File: src/sv/rth_pkg.sv
// Shared types and constants for the RGB to HSL pixel converter.
`timescale 1ns / 1ps

package rth_pkg;

	localparam int CH_W   = 8;
	localparam int SUM_W  = CH_W + 1;
	localparam int NUM_W  = 11;
	localparam int DIV_W  = 19;
	localparam int QUO_W  = 8;
	localparam int STEPS  = 2;
	localparam int NSTAGE = QUO_W / STEPS;
	localparam int DATA_W = 3 * CH_W;
	localparam int FRONT_STAGES = 2;
	localparam int DEPTH  = FRONT_STAGES + NSTAGE;

	typedef enum logic [1:0] {
		SEC_RED   = 2'd0,
		SEC_GREEN = 2'd1,
		SEC_BLUE  = 2'd2
	} sector_t;

	// Partial state of one restoring division as it moves down the pipeline.
	typedef struct packed {
		logic [DIV_W-1:0] rem;
		logic [DIV_W-1:0] dsr;
		logic [QUO_W-1:0] quo;
	} div_op_t;

endpackage

File: src/sv/rth_front.sv
// Front stages: channel max/min, hue sector numerator and divider operands.
`timescale 1ns / 1ps

module rth_front import rth_pkg::*; (
	input  logic            clk,
	input  logic            ce,
	input  logic [CH_W-1:0] red,
	input  logic [CH_W-1:0] green,
	input  logic [CH_W-1:0] blue,
	output div_op_t         hue_op,
	output div_op_t         sat_op,
	output logic [CH_W-1:0] lightness
);

	logic [CH_W-1:0]  mx, mn;
	sector_t          sec;
	logic [CH_W-1:0]  d_s1;
	logic [SUM_W-1:0] sum_s1;
	logic [CH_W-1:0]  r_s1, g_s1, b_s1;
	sector_t          sec_s1;

	logic [NUM_W-1:0] d_w, num;
	logic [SUM_W-1:0] den_w;
	logic [DIV_W-1:0] hue_dvd, hue_dsr, sat_dvd, sat_dsr;
	div_op_t          hue_s2, sat_s2;
	logic [CH_W-1:0]  lig_s2;

	always_comb begin
		mx = red;
		mn = red;
		if (green > mx) mx = green;
		if (blue > mx)  mx = blue;
		if (green < mn) mn = green;
		if (blue < mn)  mn = blue;
		// Red wins a tie for the maximum, then green.
		if (red >= green && red >= blue) begin
			sec = SEC_RED;
		end else if (green >= blue) begin
			sec = SEC_GREEN;
		end else begin
			sec = SEC_BLUE;
		end
	end

	always_ff @(posedge clk) begin
		if (ce) begin
			d_s1   <= mx - mn;
			sum_s1 <= {1'b0, mx} + {1'b0, mn};
			r_s1   <= red;
			g_s1   <= green;
			b_s1   <= blue;
			sec_s1 <= sec;
		end
	end

	always_comb begin
		d_w = {{(NUM_W-CH_W){1'b0}}, d_s1};
		case (sec_s1)
			SEC_RED: begin
				if (g_s1 >= b_s1) begin
					num = {{(NUM_W-CH_W){1'b0}}, g_s1 - b_s1};
				end else begin
					num = (d_w << 2) + (d_w << 1) - {{(NUM_W-CH_W){1'b0}}, b_s1 - g_s1};
				end
			end
			SEC_GREEN: begin
				num = (d_w << 1) + {{(NUM_W-CH_W){1'b0}}, b_s1}
					- {{(NUM_W-CH_W){1'b0}}, r_s1};
			end
			default: begin
				num = (d_w << 2) + {{(NUM_W-CH_W){1'b0}}, r_s1}
					- {{(NUM_W-CH_W){1'b0}}, g_s1};
			end
		endcase

		if (sum_s1 < SUM_W'(255)) begin
			den_w = sum_s1;
		end else begin
			den_w = SUM_W'(510) - sum_s1;
		end

		// Multiply by 255 as a shift and subtract; the divisors start aligned
		// to the top quotient bit.
		hue_dvd = ({{(DIV_W-NUM_W){1'b0}}, num} << 8) - {{(DIV_W-NUM_W){1'b0}}, num};
		hue_dsr = ({{(DIV_W-NUM_W){1'b0}}, d_w} << 9) + ({{(DIV_W-NUM_W){1'b0}}, d_w} << 8);
		sat_dvd = ({{(DIV_W-CH_W){1'b0}}, d_s1} << 8) - {{(DIV_W-CH_W){1'b0}}, d_s1};
		sat_dsr = {{(DIV_W-SUM_W){1'b0}}, den_w} << (QUO_W - 1);

		// A gray pixel divides zero by one so both quotients come out zero.
		if (d_s1 == '0) begin
			hue_dvd = '0;
			sat_dvd = '0;
			hue_dsr = DIV_W'(1) << (QUO_W - 1);
			sat_dsr = DIV_W'(1) << (QUO_W - 1);
		end
	end

	always_ff @(posedge clk) begin
		if (ce) begin
			hue_s2 <= '{rem: hue_dvd, dsr: hue_dsr, quo: '0};
			sat_s2 <= '{rem: sat_dvd, dsr: sat_dsr, quo: '0};
			lig_s2 <= sum_s1[SUM_W-1:1];
		end
	end

	assign hue_op    = hue_s2;
	assign sat_op    = sat_s2;
	assign lightness = lig_s2;

endmodule

File: src/sv/rth_div_stage.sv
// One divider pipeline stage: two restoring quotient bits, then a register.
`timescale 1ns / 1ps

module rth_div_stage import rth_pkg::*; (
	input  logic    clk,
	input  logic    ce,
	input  div_op_t op_in,
	output div_op_t op_out
);

	div_op_t nxt;
	div_op_t op_s1;

	always_comb begin
		nxt = op_in;
		for (int i = 0; i < STEPS; i++) begin
			if (nxt.rem >= nxt.dsr) begin
				nxt.rem = nxt.rem - nxt.dsr;
				nxt.quo = {nxt.quo[QUO_W-2:0], 1'b1};
			end else begin
				nxt.quo = {nxt.quo[QUO_W-2:0], 1'b0};
			end
			nxt.dsr = nxt.dsr >> 1;
		end
	end

	always_ff @(posedge clk) begin
		if (ce) begin
			op_s1 <= nxt;
		end
	end

	assign op_out = op_s1;

endmodule

File: src/sv/rth_div.sv
// Pipelined restoring divider producing an 8-bit quotient over four stages.
`timescale 1ns / 1ps

module rth_div import rth_pkg::*; (
	input  logic             clk,
	input  logic             ce,
	input  div_op_t          op_in,
	output logic [QUO_W-1:0] quo
);

	div_op_t chain [NSTAGE+1];

	assign chain[0] = op_in;

	for (genvar k = 0; k < NSTAGE; k++) begin : g_stage
		rth_div_stage u_stage (
			.clk    (clk),
			.ce     (ce),
			.op_in  (chain[k]),
			.op_out (chain[k+1])
		);
	end

	assign quo = chain[NSTAGE].quo;

endmodule

File: src/sv/rgb_to_hsl_pixel.sv
// Top level of the RGB to HSL pixel converter.
//
//  channel  | direction | payload
//  ---------+-----------+------------------------------------------------
//  s_axis   | in        | s_tdata: red[7:0], green[15:8], blue[23:16]
//  m_axis   | out       | m_tdata: hue[7:0], saturation[15:8], lightness[23:16]
//
// One pixel enters per clock while the pipeline advances; it passes two front stages and
// four divider stages of two quotient bits each, the last one feeding m_tdata.
// The whole pipeline advances together whenever the output beat is empty or
// taken, so s_tready follows m_tready while the output holds a beat.
// arst_n clears only the valid bits; data registers are not reset.
`timescale 1ns / 1ps

module rgb_to_hsl_pixel import rth_pkg::*; (
	input  logic              clk,
	input  logic              arst_n,
	input  logic              s_tvalid,
	output logic              s_tready,
	input  logic [DATA_W-1:0] s_tdata,   // red, green, blue
	output logic              m_tvalid,
	input  logic              m_tready,
	output logic [DATA_W-1:0] m_tdata    // hue, saturation, lightness
);

	logic             ce;
	logic [DEPTH-1:0] vld_q;
	div_op_t          hue_op, sat_op;
	logic [CH_W-1:0]  lig_front;
	logic [CH_W-1:0]  lig_pipe [NSTAGE];
	logic [QUO_W-1:0] hue_quo, sat_quo;

	assign ce       = ~vld_q[DEPTH-1] | m_tready;
	assign s_tready = ce;

	always_ff @(posedge clk or negedge arst_n) begin
		if (!arst_n) begin
			vld_q <= '0;
		end else if (ce) begin
			vld_q <= {vld_q[DEPTH-2:0], s_tvalid};
		end
	end

	rth_front u_front (
		.clk       (clk),
		.ce        (ce),
		.red       (s_tdata[CH_W-1:0]),
		.green     (s_tdata[2*CH_W-1:CH_W]),
		.blue      (s_tdata[3*CH_W-1:2*CH_W]),
		.hue_op    (hue_op),
		.sat_op    (sat_op),
		.lightness (lig_front)
	);

	rth_div u_hue_div (
		.clk   (clk),
		.ce    (ce),
		.op_in (hue_op),
		.quo   (hue_quo)
	);

	rth_div u_sat_div (
		.clk   (clk),
		.ce    (ce),
		.op_in (sat_op),
		.quo   (sat_quo)
	);

	always_ff @(posedge clk) begin
		if (ce) begin
			lig_pipe[0] <= lig_front;
			for (int k = 1; k < NSTAGE; k++) begin
				lig_pipe[k] <= lig_pipe[k-1];
			end
		end
	end

	assign m_tvalid = vld_q[DEPTH-1];
	assign m_tdata  = {lig_pipe[NSTAGE-1], sat_quo, hue_quo};

endmodule

File: config.mk
export PLATFORM = sky130hd
export DESIGN_NAME = rgb_to_hsl_pixel
export DESIGN_NICKNAME = d
export VERILOG_FILES = /design/src/sv/rth_pkg.sv /design/src/sv/rth_front.sv /design/src/sv/rth_div_stage.sv /design/src/sv/rth_div.sv /design/src/sv/rgb_to_hsl_pixel.sv
export SDC_FILE = /design/constraint.sdc
export NUM_CORES = 1
export LEC_CHECK = 0
export ABC_CLOCK_PERIOD_IN_PS = 24800
export BUFFER_PORTS_ARGS = -buffer_cell sky130_fd_sc_hd__clkbuf_2
export CELL_PAD_IN_SITES_DETAIL_PLACEMENT = 1
export CELL_PAD_IN_SITES_GLOBAL_PLACEMENT = 2
export CORE_MARGIN = 5
export CORE_UTILIZATION = 45
export CTS_BUF_LIST = sky130_fd_sc_hd__clkbuf_8
export DETAILED_ROUTE_END_ITERATION = 6
export PLACE_DENSITY = 0.88
export SKIP_CTS_REPAIR_TIMING = 1
export SYNTH_ARGS = -nofsm -noshare
export SYNTH_HDL_FRONTEND = slang
export SYNTH_SLANG_ARGS = --single-unit
File: constraint.sdc
create_clock -name clk -period 24.8 [get_ports clk]
set_input_delay 2.48 -clock clk [delete_from_list [all_inputs] [get_ports clk]]
set_output_delay 2.48 -clock clk [all_outputs]
set_load 0.02 [all_outputs]
==> qor.yml, run 1 <==
setup_viol: 0
ys_seq_area_share_pct: 40.2
ys_types: 88
synth_area_leaders: "edfxtp_1 (40%), ha_1 (14%), xnor2_1 (4.1%)"
die_x_um: 251
utilization_pct: 49.4
fp-row-count: 88
cp_slowest_cell: "o21ai_1"
hold_viol: 0
period_minus_slack_ns: 7.81
final_common_cell: "edfxtp_1"
ys_ff_latch: 350
yosys.area.top_type: "edfxtp_1"
hpwl_mm: 51.6
routed_wl_mm: 64.7
layout-drive-gt1-share_pct: 8.61
grt_max_degree: 87
ctsLongestPathBuffers: 3
drc: 0
yosysTopAreaCellShare_pct: 39.7
cts_inserted_buffers: 60
status: "finished, final reports clean"
cts_root_buffer: "clkbuf_8"
gp_congestion: 0.906
synth-edff-count: 344
worst_slack_ns: 16.99
synthesis.instances: 2594
crit_arrival_ns: 8.20
clock_latency_ns: 0.66
routedWlPerCell_um: 18.6
cts_sinks: 350
htree_levels: 2
ys_async_sr_fraction_pct: 1.71
cp.required_ns: 25.19
die-area_um2: 62800
setup_tns_ns: 0
cap_viol_max_count: 0
r2r_slack_ns: 17.83
io_buffers: 53
grt_pass1_wl_mm: 106
synthFlopType: "edfxtp_1"
rsz0062_at_grt: "false"
drt_iter0_markers: 776
die_h_um: 251
critPathMaxFanout: 15
postRouteAntennaNets: 0
skew_ns: 0.0300
firstDrtPassIters: 4
area_growth_pct: 8.98
grt_usage_pct: 20.3
design_area_um2: 28400
place_area_um2: 27000
path_clk_slew_ns: 0.06
dr_total_vias: 19264
cts_tree: "yes"
cp.buffers_inverters: 4
min_path_type: "reg -> reg"
place_ws_ns: 16.35
crit_path_start_kind: "input port"
clock.fmax_mhz: 128
relSlewSlack_pct: 25.4
critPathMaxStageDelay_ns: 0.51
drv_slew: 0
crit_type: "in -> reg"
ios: 54
fill_cells: 6480
viasPerCell: 5.55
crit_top_cell: "o21ai_0"
core-area_um2: 57500
crit_path_end_kind: "register"
initial_utilization_pct: 45.3
first_global_vias: 20769
worst_slew_pin_slew_ns: 1.11
syn_nets: 2944
synth_area_um2: 26000
synth.avg_cell_area_um2: 10.0
overflow: 0
nets: 3007
antenna_found_initial: 1
post-route-period-util_pct: 31.5
final_cell_mix: "edfxtp_1 (344), ha_1 (286), inv_1 (260)"
yosys_warnings: 0
crit_family: "compound AO/OA/AOI/OAI gates"
[logic make-up after synthesis]
kind of cell | share of synthesized area [%]
buf+inv | 4.86
other cells | 0.0144
simple gates | 13.4
fa+ha+maj | 16.5
mux | 3.66
compound gates | 15.4
xor+xnor | 5.89
flops | 40.2
[area by class of cell]
type / count / area [um2] / area share (%)
Timing Repair Buffer: 61 / 325 / 1.15
Multi-Input combinational cell: 1931 / 14300 / 50.5
Sequential cell: 350 / 10500 / 36.9
Clock inverter: 51 / 503 / 1.77
Clock buffer: 61 / 840 / 2.96
Inverter: 253 / 950 / 3.35
Tap cell: 765 / 957 / 3.37
Antenna cell: 1 / 2.50 / 0.00882
[per-stage QoR]
step,instances,hold WS (ns)
floorplan,2594,0.400
global placement,3360,0.401
detailed placement,3360,0.406
CTS,3472,0.394
global route,3473,0.410
finish,3473,0.397
[per-layer routing]
| layer | routed length [um] | global-route usage, % | up-vias |
|---|---|---|---|
| li1 | - | - | 9528 |
| met1 | 27300 | 23.9 | 9382 |
| met2 | 33700 | 38.1 | 231 |
| met3 | 1550 | 2.60 | 123 |
| met4 | 2160 | 6.69 | 0 |
| met5 | 0 | 0 | - |
[worst paths after layout]
check,start,endpoint,cells after the start
worst max register to register,u_sat_div.g_stage[1].u_stage.op_out[30]$_DFFE_PP_,u_sat_div.g_stage[2].u_stage.op_out[35]$_DFFE_PP_,22
worst min register to register,u_hue_div.g_stage[1].u_stage.op_out[2]$_DFFE_PP_,u_hue_div.g_stage[2].u_stage.op_out[4]$_DFFE_PP_,0
min in group asynchronous,arst_n,vld_q[0]$_DFFE_PN0P_,1
worst max-delay path,s_tdata[1],u_front.sum_s1[8]$_DFFE_PP_,30
max in group asynchronous,arst_n,vld_q[5]$_DFFE_PN0P_,1
worst min-delay path,u_hue_div.g_stage[1].u_stage.op_out[2]$_DFFE_PP_,u_hue_div.g_stage[2].u_stage.op_out[4]$_DFFE_PP_,0
[flip-flops by register name, summed over array words and instances, names as in the netlist]
name	cells
u_front.b_s1	8
vld_q	6
u_front.d_s1	7
u_front.sum_s1	9
u_sat_div.g_stage.u_stage.op_out	101
u_front.hue_op	29
u_front.sat_op	25
u_hue_div.g_stage.u_stage.op_out	107
u_front.lightness	8
u_front.r_s1	8
lig_pipe	32
u_front.sec_s1	2
u_front.g_s1	8
[Yosys cell counts, drive strengths merged, types with 22 or more instances]
library cell  count
mux2i            43
nand2b           47
o21ai           167
clkbuf           30
xnor2           121
nand2           169
a21oi           195
edfxtp          344
nor2            192
nor2b            50
nor4             28
nor3             56
nand4            22
a21o             79
nand3            43
o21a             25
mux2             46
buf              30
fa               36
a21boi           23
ha              286
inv             252
xor2             54
Power of run 1 is left out: the tool's default activity adds up to more than one toggle a clock period on the data nets, which glitch-free logic cannot reach.
==> inputs of run 2 (changes only) <==
ABC_AREA = 1   (was not set)
ABC_CLOCK_PERIOD_IN_PS = 7700   (was 24800)
CORE_UTILIZATION = 41   (was 45)
PLACE_DENSITY = 0.87   (was 0.88)
clock period = 7.7 ns   (was 24.8 ns; I/O delays follow)
==> run 2 against run 1 <==
Clock-buffer cell count rose by 9; sequential share of layout area is 2.5 points lower; hold slack worse by 0.085 ns; via count up 20%; critical endpoint is now u_front.hue_op[44]$_SDFFCE_PP0P_.
==> qor.yml, run 2 <==
status: "finished, final reports clean"
path_clk_slew_ns: 0.06
hold_viol: 0
crit_type: "reg -> reg"
yosysTopAreaCellShare_pct: 36.8
synth-edff-count: 344
routedWlPerCell_um: 17.6
synth_area_leaders: "edfxtp_1 (37%), ha_1 (13%), nand2_1 (10%)"
die_x_um: 272
crit_arrival_ns: 6.13
clock_latency_ns: 0.67
clock.fmax_mhz: 174
htree_levels: 3
ys_top_cells_by_count: "nand2_1 (766), inv_1 (504), edfxtp_1 (344)"
synth.avg_cell_area_um2: 8.23
hold-path-cell-count: 1
crit_path_start_kind: "register"
crit_path_end_kind: "register"
ys_seq_area_share_pct: 37.4
utilization_pct: 44.6
cts_tree: "yes"
core-area_um2: 68200
drv_slew: 0
critPathMaxFanout: 5
final_common_cell: "nand2_1"
grt_max_degree: 161
critPathMaxStageDelay_ns: 0.46
ys_ff_latch: 350
cts_sinks: 350
synthesis.instances: 3410
worst_slew_pin_slew_ns: 1.16
drc: 0
cts_root_buffer: "clkbuf_8"
drt_iter0_markers: 889
setup_viol: 0
layout-drive-gt1-share_pct: 8.09
viasPerCell: 5.22
cp.required_ns: 8.09
ys_async_sr_fraction_pct: 1.71
grt_pass1_wl_mm: 127
largest_reg_flops: 107
die-area_um2: 73700
ctsLongestPathBuffers: 3
skew_ns: 0.0353
reg2reg_depth: 30
routed_wl_mm: 77.6
period_minus_slack_ns: 5.75
hpwl_mm: 63.4
hold_start: "s_tdata[8]"
postRouteAntennaNets: 0
antenna_found_initial: 1
dr_total_vias: 23064
grt_usage_pct: 20.9
first_global_vias: 24964
synth_area_um2: 28000
fill_cells: 8273
place_area_um2: 29100
setup_tns_ns: 0
nets: 3833
io_buffers: 53
yosys_warnings: 0
min_path_type: "in -> reg"
crit_top_cell: "a21oi_1"
syn_nets: 3760
ys_types: 65
area_growth_pct: 8.56
design_area_um2: 30400
firstDrtPassIters: 4
overflow: 0
initial_utilization_pct: 41.1
rsz0062_at_grt: "false"
yosys.area.top_type: "edfxtp_1"
gp_congestion: 0.884
r2r_slack_ns: 1.95
r2r_start: "u_front.b_s1[0]$_DFFE_PP_"
synth_most_common_cell: "nand2_1"
cts_inserted_buffers: 69
relSlewSlack_pct: 22.1
die_h_um: 272
fp-row-count: 96
synthFlopType: "edfxtp_1"
ios: 54
final_cell_mix: "nand2_1 (765), inv_1 (524), edfxtp_1 (344)"
rr_endpoint: "u_front.hue_op[44]$_SDFFCE_PP0P_"
post-route-period-util_pct: 74.6
cap_viol_max_count: 0
cp_slowest_cell: "fa_1"
worstHoldEndpoint: "u_front.g_s1[0]$_DFFE_PP_"
==> run 2: worst max path at each step <==
stage	slack, ns	to	startpoint
global route	1.39	u_front.d_s1[7]$_DFFE_PP_	s_tdata[5]
detailed placement	1.24	u_front.sum_s1[8]$_DFFE_PP_	s_tdata[5]
global placement	1.40	u_front.sum_s1[6]$_DFFE_PP_	s_tdata[5]
floorplan	1.58	s_tready	m_tready
CTS	1.89	u_front.hue_op[44]$_SDFFCE_PP0P_	u_front.b_s1[2]$_DFFE_PP_
finish	1.95	u_front.hue_op[44]$_SDFFCE_PP0P_	u_front.b_s1[0]$_DFFE_PP_
==> run 2: logic make-up after synthesis <==
family                     count (synthesis)  synth area share (%)
xor gates and xnor gates                 165                  5.15
other                                      1                0.0134
DFF                                      350                  37.4
muxes                                      4                 0.161
AOI/OAI and AO/OA                        582                  11.8
adders and majority gates                322                  15.3
buffers and inverters                    577                  8.27
and+or+nand+nor                         1409                  21.9
==> run 2: critical path, delay by kind of cell (launching register included) <==
family | cells | cell delay (ns)
xor gates and xnor gates | 1 | 0.23
and+or+nand+nor | 12 | 1.20
adders and majority gates | 5 | 1.74
buffers and inverters | 4 | 0.29
DFF | 1 | 0.39
AOI/OAI and AO/OA | 8 | 1.64
==> run 2: metrics by stage <==
stage / hold WS, ns / setup WS (ns) / instances
floorplan: 0.400 / 1.58 / 3410
global placement: 0.401 / 1.40 / 4293
detailed placement: 0.406 / 1.24 / 4293
CTS: -0.131 / 1.89 / 4418
global route: 0.256 / 1.39 / 4420
finish: 0.312 / 1.95 / 4420
==> run 2: layout make-up <==
class                      instances  area, um2  share of cell area [%]
antenna                            1       2.50                 0.00822
sequential                       350      10500                    34.4
multi-input combinational       2483      15300                    50.1
inverter                         516       1940                    6.38
tap                              882       1100                    3.62
clock inverter                    55        333                    1.09
clock buffer                      70        963                    3.16
timing repair buffer              63        368                    1.21
==> run 2: per-layer routing <==
| layer | up-vias | global-route usage, % | share of wire, % |
|---|---|---|---|
| met5 | - | 0 | 0 |
| met1 | 11085 | 24.1 | 43 |
| li1 | 11585 | - | - |
| met4 | 0 | 6.36 | 2.9 |
| met2 | 261 | 39.6 | 52 |
| met3 | 133 | 3.36 | 2.7 |
Power of run 2 is left out for the same reason.
==> inputs of run 3 (changes only) <==
ABC_CLOCK_PERIOD_IN_PS = 5600   (was 7700)
clock period = 5.6 ns   (was 7.7 ns; I/O delays follow)
==> run 3 against run 2 <==
Via count up 0.84%; sequential cell count unchanged; critical endpoint unchanged; setup slack got worse by 1.5 ns; clock skew up 0.0049 ns; critical path type unchanged; cell count is 0.41% higher; hold slack got worse by 0.17 ns.
==> qor.yml, run 3 (synthesized netlist as in run 2, its figures left out) <==
path_clk_slew_ns: 0.07
cp_slowest_cell: "fa_1"
first_global_vias: 25296
hold_viol: 0
clock.fmax_mhz: 195
viasPerCell: 5.24
die_h_um: 272
grt_max_degree: 76
postRouteAntennaNets: 0
clock_latency_ns: 0.65
skew_ns: 0.0401
layout-drive-gt1-share_pct: 8.81
cts_inserted_buffers: 67
io_buffers: 53
ios: 54
status: "finished, final reports clean"
drv_slew: 0
overflow: 0
final_cell_mix: "nand2_1 (764), inv_1 (515), edfxtp_1 (344)"
nets: 3857
hpwl_mm: 64.2
period_minus_slack_ns: 5.14
cts_sinks: 350
crit_path_start_kind: "register"
crit_top_cell: "nand2_1"
gp_congestion: 0.914
die-area_um2: 73700
cts_root_buffer: "clkbuf_8"
drt_iter0_markers: 899
htree_levels: 3
cap_viol_max_count: 0
core-area_um2: 68200
utilization_pct: 45.0
initial_utilization_pct: 41.1
firstDrtPassIters: 5
fill_cells: 8237
routed_wl_mm: 78.0
grt_pass1_wl_mm: 128
antenna_found_initial: 1
critPathMaxStageDelay_ns: 0.48
grt_usage_pct: 21.0
die_x_um: 272
area_growth_pct: 9.51
critPathMaxFanout: 5
min_path_type: "in -> reg"
post-route-period-util_pct: 91.8
crit_type: "reg -> reg"
fp-row-count: 96
cts_tree: "yes"
final_common_cell: "nand2_1"
worst_slew_pin_slew_ns: 0.949
crit_arrival_ns: 5.52
routedWlPerCell_um: 17.6
largest_reg_flops: 107
crit_path_end_kind: "register"
cp.required_ns: 5.98
rsz0062_at_grt: "false"
dr_total_vias: 23258
setup_viol: 0
relSlewSlack_pct: 36.8
drc: 0
setup_tns_ns: 0
ctsLongestPathBuffers: 3
[run 3: changes by cell type in the layout (fill, tap and decap cells not counted), sizes merged]
cell,change
diode,+1
clkinv,+1
clkinvlp,-4
inv,-12
bufinv,+5
clkbuf,+1
buf,+26
[run 3: metal layers]
metal  global-route usage, %  vias to the layer above  wire (um)
li1                        -                    11626          -
met1                    24.4                    11159      33200
met2                    39.5                      315      39900
met3                    3.25                      158       2480
met4                    6.99                        0       2420
met5                       0                        -          0
[run 3: through the flow]
stage	setup WS, ns	std cells	hold WS, ns	area, um2
2_1_floorplan	0.702	3410	0.264	28100
3_3_place_gp	0.336	4318	0.387	29300
3_5_place_dp	0.0753	4318	0.395	29300
4_1_cts	0.214	4434	-0.291	30700
5_1_grt	0.0140	4438	0.0989	30700
6_report	0.460	4438	0.147	30700
[run 3: worst paths after layout]
path / to / slack [ns] / start / depth (start not counted)
worst max-delay path: u_front.hue_op[44]$_SDFFCE_PP0P_ / 0.46 / u_front.b_s1[0]$_DFFE_PP_ / 32
worst min-delay path: u_front.g_s1[0]$_DFFE_PP_ / 0.15 / s_tdata[8] / 1
worst max register to register: u_front.hue_op[44]$_SDFFCE_PP0P_ / 0.46 / u_front.b_s1[0]$_DFFE_PP_ / 32
worst min register to register: lig_pipe[3][6]$_DFFE_PP_ / 0.39 / lig_pipe[2][6]$_DFFE_PP_ / 0
max in group asynchronous: vld_q[2]$_DFFE_PN0P_ / 5.14 / arst_n / 2
min in group asynchronous: vld_q[1]$_DFFE_PN0P_ / 0.31 / arst_n / 2
[run 3: layout make-up]
class | instances | area [um2] | share of cell area, %
inverter | 516 | 1940 | 6.32
clock buffer | 71 | 977 | 3.18
sequential | 350 | 10500 | 34.1
antenna | 2 | 5.00 | 0.0163
clock inverter | 45 | 378 | 1.23
multi-input combinational | 2483 | 15300 | 49.8
timing repair buffer | 89 | 538 | 1.75
tap | 882 | 1100 | 3.59
[run 3: critical path, delay by kind of cell (launching register included)]
kind	cells	cell delay, ns
flip-flops	1	0.38
buffers and inverters	5	0.37
adder cells (fa/ha/maj)	5	1.74
AO/OA/AOI/OAI	6	0.89
XOR/XNOR	1	0.19
AND/OR/NAND/NOR	15	1.29
Power of run 3 is left out for the same reason.
